$ cat config.mk
export PLATFORM = sky130hd
export DESIGN_NAME = phd_root_cell
export DESIGN_NICKNAME = d
export VERILOG_FILES = /design/src/rtl/phd_pkg.sv /design/src/rtl/phd_root_cell.sv
export SDC_FILE = /design/constraint.sdc
export NUM_CORES = 1
export LEC_CHECK = 0
export BUFFER_PORTS_ARGS = -buffer_cell sky130_fd_sc_hd__buf_2
export CAP_MARGIN = 20
export CELL_PAD_IN_SITES_DETAIL_PLACEMENT = 1
export CELL_PAD_IN_SITES_GLOBAL_PLACEMENT = 1
export CORE_ASPECT_RATIO = 1.1
export CORE_MARGIN = 2
export CORE_UTILIZATION = 33
export CTS_CLUSTER_SIZE = 24
export DETAILED_ROUTE_END_ITERATION = 10
export PLACE_DENSITY_LB_ADDON = 0.1
export SLEW_MARGIN = 20
export SYNTH_ARGS = -nofsm -noshare
export SYNTH_HDL_FRONTEND = slang
export SYNTH_SLANG_ARGS = --single-unit
$ cat constraint.sdc
create_clock -name clk -period 0.8 [get_ports clk]
set_input_delay 0.08 -clock clk [delete_from_list [all_inputs] [get_ports clk]]
set_output_delay 0.08 -clock clk [all_outputs]
set_load 0.02 [all_outputs]
$ cat src/rtl/phd_pkg.sv
package phd_pkg;

    // Field widths of the item ports.
    localparam int COORD_BITS = 21;
    localparam int CELL_BITS  = 8;
    localparam int OUT_W      = 31;

    // Configuration port.
    localparam int CFG_W     = 63;
    localparam int CFG_IDX_W = 2;
    localparam logic [CFG_IDX_W-1:0] CFG_ROW_X = 2'd0;
    localparam logic [CFG_IDX_W-1:0] CFG_ROW_Y = 2'd1;
    localparam logic [CFG_IDX_W-1:0] CFG_ROW_Z = 2'd2;

    // Arithmetic widths derived from the field widths.
    localparam int AXES    = 3;
    localparam int ROW_W   = AXES * COORD_BITS;
    localparam int DPOS_W  = COORD_BITS + 1;
    localparam int DCELL_W = CELL_BITS + 1;
    localparam int PROD_W  = COORD_BITS + DCELL_W;
    localparam int DISP_W  = ((PROD_W > DPOS_W) ? PROD_W : DPOS_W) + 2;
    localparam int SQ_W    = 2 * DISP_W;
    localparam int SUM_W   = 64;
    localparam int ROOT_W  = SUM_W / 2;
    localparam int REM_W   = ROOT_W + 3;

    // Pipeline depth: difference, products, row sums, squares, total, then one
    // stage per root bit.
    localparam int FRONT_STAGES = 5;
    localparam int PIPE_LATENCY = FRONT_STAGES + ROOT_W;

    typedef struct packed {
        logic              valid;
        logic [SUM_W-1:0]  rad;
        logic [REM_W-1:0]  rem;
        logic [ROOT_W-1:0] root;
    } root_stage_t;

endpackage

$ cat src/rtl/phd_root_cell.sv
module phd_root_cell
    import phd_pkg::*;
(
    input  logic        clk,
    input  logic        rst_n,
    input  root_stage_t cell_in,
    output root_stage_t cell_out
);

    logic              valid_reg;
    logic [SUM_W-1:0]  rad_reg;
    logic [REM_W-1:0]  rem_reg;
    logic [ROOT_W-1:0] root_reg;

    logic [REM_W-1:0]  rem_shift;
    logic [REM_W-1:0]  trial;
    logic              fits;
    logic [REM_W-1:0]  rem_next;
    logic [ROOT_W-1:0] root_next;
    logic [SUM_W-1:0]  rad_next;

    // One restoring step: bring down two radicand bits and try a one bit.
    always_comb
    begin
        rem_shift = {cell_in.rem[REM_W-3:0], cell_in.rad[SUM_W-1 -: 2]};
        trial     = REM_W'({cell_in.root, 2'b01});
        fits      = (rem_shift >= trial);
        rem_next  = fits ? (rem_shift - trial) : rem_shift;
        root_next = {cell_in.root[ROOT_W-2:0], fits};
        rad_next  = {cell_in.rad[SUM_W-3:0], 2'b00};
    end

    always_ff @(posedge clk or negedge rst_n)
    begin
        if (!rst_n)
        begin
            valid_reg <= 1'b0;
        end
        else
        begin
            valid_reg <= cell_in.valid;
        end
    end

    always_ff @(posedge clk)
    begin
        rad_reg  <= rad_next;
        rem_reg  <= rem_next;
        root_reg <= root_next;
    end

    always_comb
    begin
        cell_out.valid = valid_reg;
        cell_out.rad   = rad_reg;
        cell_out.rem   = rem_reg;
        cell_out.root  = root_reg;
    end

endmodule

==> results of run 1 <==
==> routing by layer <==
metal  track usage [%]  overflow
met2             100.8       167
met4             92.59       111
met3             69.01         3
met5             28.13         4
met1             78.89         2
==> cell families after synthesis <==
group | count (synthesis) | synth area share [%]
XOR/XNOR | 31 | 5.358
AO/OA/AOI/OAI | 121 | 15.95
AND/OR/NAND/NOR | 110 | 10.35
multiplexers | 14 | 3.111
adder cells (fa/ha/maj) | 34 | 8.395
other | 1 | 0.07400
flip-flops | 130 | 51.46
buffers and inverters | 60 | 5.308
==> Yosys cell counts (all sizes together) (3+ instances only) <==
master and count:
o31a 3, nor2b 4, ha 34, nand2 20
o21a 3, buf 12, a21o 8, o211ai 6
nor4 4, dfxtp 129, or3 4, nor2 45
a211oi 4, mux2 11, a31oi 3, nor3 10
a21oi 50, nand4 9, xor2 10, o21bai 3
mux2i 3, a311oi 3, and3 5, xnor2 21
o21ai 22, inv 46
==> through the flow <==
| stage | setup TNS (ps) | util (%) | instances |
|---|---|---|---|
| after floorplan | -41640 | - | 502 |
| after global placement | -54100 | 50.37 | 1057 |
| after detailed placement | -56620 | 50.37 | 1057 |
| after CTS | -58230 | 73.19 | 1234 |
==> repair_timing <==
action,in CTS
hold buffers,126
pin swaps,11
gates cloned,2
endpoints found under the hold margin,125
buffers inserted,19
endpoints found under the setup margin,166
resized for setup,496
==> flow_summary.json, run 1 <==
{
  "cts-root-buf": "clkbuf_16",
  "ys_seq_area_share_pct": 51.46,
  "place.gp.congestion": 0.8088,
  "async_reset_ff_share_pct": 0.7692,
  "synth.area.top_cells": "dfxtp_1 51%, ha_1 8.4%, a21oi_1 4.5%",
  "grt_usage_pct": 83.58,
  "die_h_um": 134.0,
  "num_rows": 47,
  "grt-worst-endpoint": "rem_reg[10]$_DFF_P_/D",
  "post-dp-hpwl_um": 13360,
  "htree_levels": 4,
  "io_pins": 266,
  "yosysUniqueCellTypes": 61,
  "status": "aborted with a tool error",
  "grt_max_degree": 17,
  "fp.dieW_um": 122.2,
  "syn_inst": 501,
  "start_util_pct": 33.66,
  "grt_antenna_before_repair": 7,
  "stop_stage": "global routing (5_1_grt)",
  "synth_top_area_share_pct": 50.96,
  "port-buffer-count": 261,
  "first-error": "[ERROR GRT-0232] Routing congestion too high. Check the congestion heatmap in the GUI.",
  "synth_edf_count": 0,
  "placed_area_mm2": 0.007584,
  "numCtsBuffers": 17,
  "syn-cell-area_mm2": 0.005067,
  "synth_flop_cell": "dfxtp_1",
  "worstEpCategory": "register input",
  "syn_area_per_cell_um2": 10.11,
  "synth_warnings": 0,
  "ys_ff_latch": 130,
  "clk_path_buf_depth": 2,
  "synth_top_cell_by_area": "dfxtp_1",
  "grt_remaining_overflow": 287,
  "dp_slack_ps": -1692,
  "numClockSinks": 130
}
==> inputs of run 2 (changes only) <==
- CELL_PAD_IN_SITES_DETAIL_PLACEMENT: 1 -> default
- CELL_PAD_IN_SITES_GLOBAL_PLACEMENT: 1 -> default
- CORE_ASPECT_RATIO: 1.1 -> default
- CORE_UTILIZATION: 33 -> 40
- CTS_CLUSTER_SIZE: 24 -> default
- PLACE_DENSITY_LB_ADDON: 0.1 -> 0.15
==> run 2 against run 1 <==
Net effect:
- the flow now finishes, with violations (setup timing)
- area after synthesis is the same
- synthesized cell count is the same
==> flow_summary.json, run 2 <==
{
  "status": "finished with violations",
  "violations": "setup timing",
  "synth_top_cell_by_area": "dfxtp_1",
  "whs_path_depth": 3,
  "htree_levels": 4,
  "drc": 0,
  "clk_pin_slew_ps": 70,
  "wl_per_cell_um": 24.73,
  "syn-cell-area_mm2": 0.005067,
  "layout_common_cells": "144 x buf_6, 129 x dfxtp_2, 125 x buf_4",
  "crit_path_end_kind": "flip-flop",
  "place.gp.congestion": 0.8752,
  "report.final.hold_viol_count": 0,
  "syn_inst": 501,
  "rsz0062_at_grt": "yes",
  "async_reset_ff_share_pct": 0.7692,
  "numClockSinks": 130,
  "fmax_mhz": 436.3,
  "area_delta_synth_final_pct": 123.0,
  "cp-start-kind": "primary input",
  "grt_max_degree": 17,
  "cp-endpoint": "rem_reg[7]",
  "synth_top_area_share_pct": 50.96,
  "clk_path_buf_depth": 2,
  "largest_reg_flops": 62,
  "drv_cap": 0,
  "worst_slack_ps": -1492,
  "grt_first_pass_wirelength_um": 37510,
  "p_leak_nw": 5.210,
  "start_util_pct": 40.48,
  "critPathLaunch": "cell_in[0]",
  "drive_gt1_share_pct": 65.17,
  "dr.pass1.iters": 5,
  "placed_area_mm2": 0.007566,
  "synth_flop_cell": "dfxtp_1",
  "timing.final.crit_share_pct": 286.5,
  "vdd_drop_max_v": 0.002256,
  "synth_edf_count": 0,
  "grt_remaining_overflow": 0,
  "vias": 6768,
  "fp.dieW_um": 116.6,
  "dieArea_mm2": 0.01359,
  "worstSetupPathType": "in2reg",
  "via_per_inst": 5.543,
  "grt_pass1_vias": 6911,
  "cts-root-buf": "clkbuf_16",
  "worst-path-max-fanout": 7,
  "synth_warnings": 0,
  "fin_tns_setup_ps": -70180,
  "post-dp-hpwl_um": 12340,
  "ys_seq_area_share_pct": 51.46,
  "numCtsBuffers": 17,
  "synthTopCellsByCount": "129 x dfxtp_1, 46 x a21oi_1, 46 x inv_1, 45 x nor2_1, 34 x ha_1",
  "wl_um": 30200,
  "core-area_mm2": 0.01252,
  "final_common_cell": "buf_6",
  "final_area_mm2": 0.01130,
  "port-buffer-count": 261,
  "syn_area_per_cell_um2": 10.11,
  "setup_viol": 166,
  "nNetsFinal": 1203,
  "total_power_mw": 23.69,
  "yosysMostFrequentCell": "dfxtp_1",
  "cts_tree": "built",
  "synth.area.top_cells": "dfxtp_1 51%, ha_1 8.4%, a21oi_1 4.5%",
  "report.final.slew_viol_count": 0,
  "die_h_um": 116.6,
  "ant_nets": 0,
  "num_rows": 41,
  "worst_ep_arrival_time_ps": 2630,
  "hold_path_class": "in2reg",
  "grt_antenna_before_repair": 1,
  "grt_usage_pct": 36.85,
  "powerDensity_mw_per_mm2": 2097,
  "drt_iter0_markers": 574,
  "min_period_ps": 2292,
  "ys_ff_latch": 130,
  "io_pins": 266,
  "yosysUniqueCellTypes": 61,
  "cp_data_required_time_ps": 1140
}
==> run 2: cell counts after synthesis <==
No cell type changed its count.
==> run 2: layer usage <==
layer / GRT usage (%) / wire length (µm) / vias to the layer above
met4: 24.08 / 2973 / 0
met5: 0 / 0 / -
met1: 37.63 / 9796 / 3138
met2: 65.70 / 14510 / 573
li1: - / - / 2801
met3: 10.59 / 2909 / 256
==> run 2: report_power, final <==
part	internal, mW	total, mW	switching (mW)
Combinational	4.01	7.77	3.77
Sequential	7.26	7.67	0.415
Clock	4.78	8.25	3.47
Total	16.0	23.7	7.65
==> run 2: final cells by class <==
cell class	count	area, µm²
Timing Repair Buffer	528	4672
Multi-Input combinational cell	312	2844
Sequential cell	130	2769
Fill cell	474	1219
Clock buffer	18	439.2
Tap cell	172	215.2
Inverter	46	190.2
Clock inverter	14	166.4
Antenna cell	1	2.502
==> run 2: repair_timing <==
item / CTS / global route
setup buffers: 15 / 18
endpoints found under the setup margin: 166 / 166
hold buffers: 123 / 1
pin swaps: 12 / 13
resized for setup: 465 / 66
endpoints found under the hold margin: 124 / 1
cloned: 2 / 1
==> run 2: worst max-delay path, cell delays in order <==
cell	delay, ps
buf_8	80
inv_6	30
ha_4	260
o21a_1	140
o211ai_1	140
a311o_1	450
a211oi_2	400
o31ai_4	140
o21ai_4	210
buf_6	150
buf_12	150
buf_12	140
nor2_2	50
a21oi_2	180
==> run 2: worst min path at each step <==
stage | to | slack, ps | startpoint
after floorplan | valid_reg | -220 | rst_n
after global placement | valid_reg | -140 | rst_n
after detailed placement | valid_reg | -140 | rst_n
after CTS | rem_reg[6] | -50 | cell_in[36]
after global routing | rem_reg[28] | 1 | cell_in[58]
final | rem_reg[28] | 2 | cell_in[58]
==> run 2: kinds of logic after synthesis <==
family | synth area share [%]
fa+ha+maj | 8.395
mux | 3.111
simple gates | 10.35
xor+xnor | 5.358
buf+inv | 5.308
flops | 51.46
compound gates | 15.95
other cells | 0.07400
==> run 2: metrics by stage <==
step,std cells,hold slack (ps),setup slack (ps),utilization [%]
2_1_floorplan,502,-215.6,-1261,-
3_3_place_gp,1033,-144.6,-1616,60.45
3_5_place_dp,1033,-141.9,-1622,60.45
4_1_cts,1205,-47.25,-1123,87.38
5_1_grt,1221,1.130,-1662,90.26
6_report,1221,1.537,-1492,90.26
Note: power is estimated with default switching activity, not from simulation.
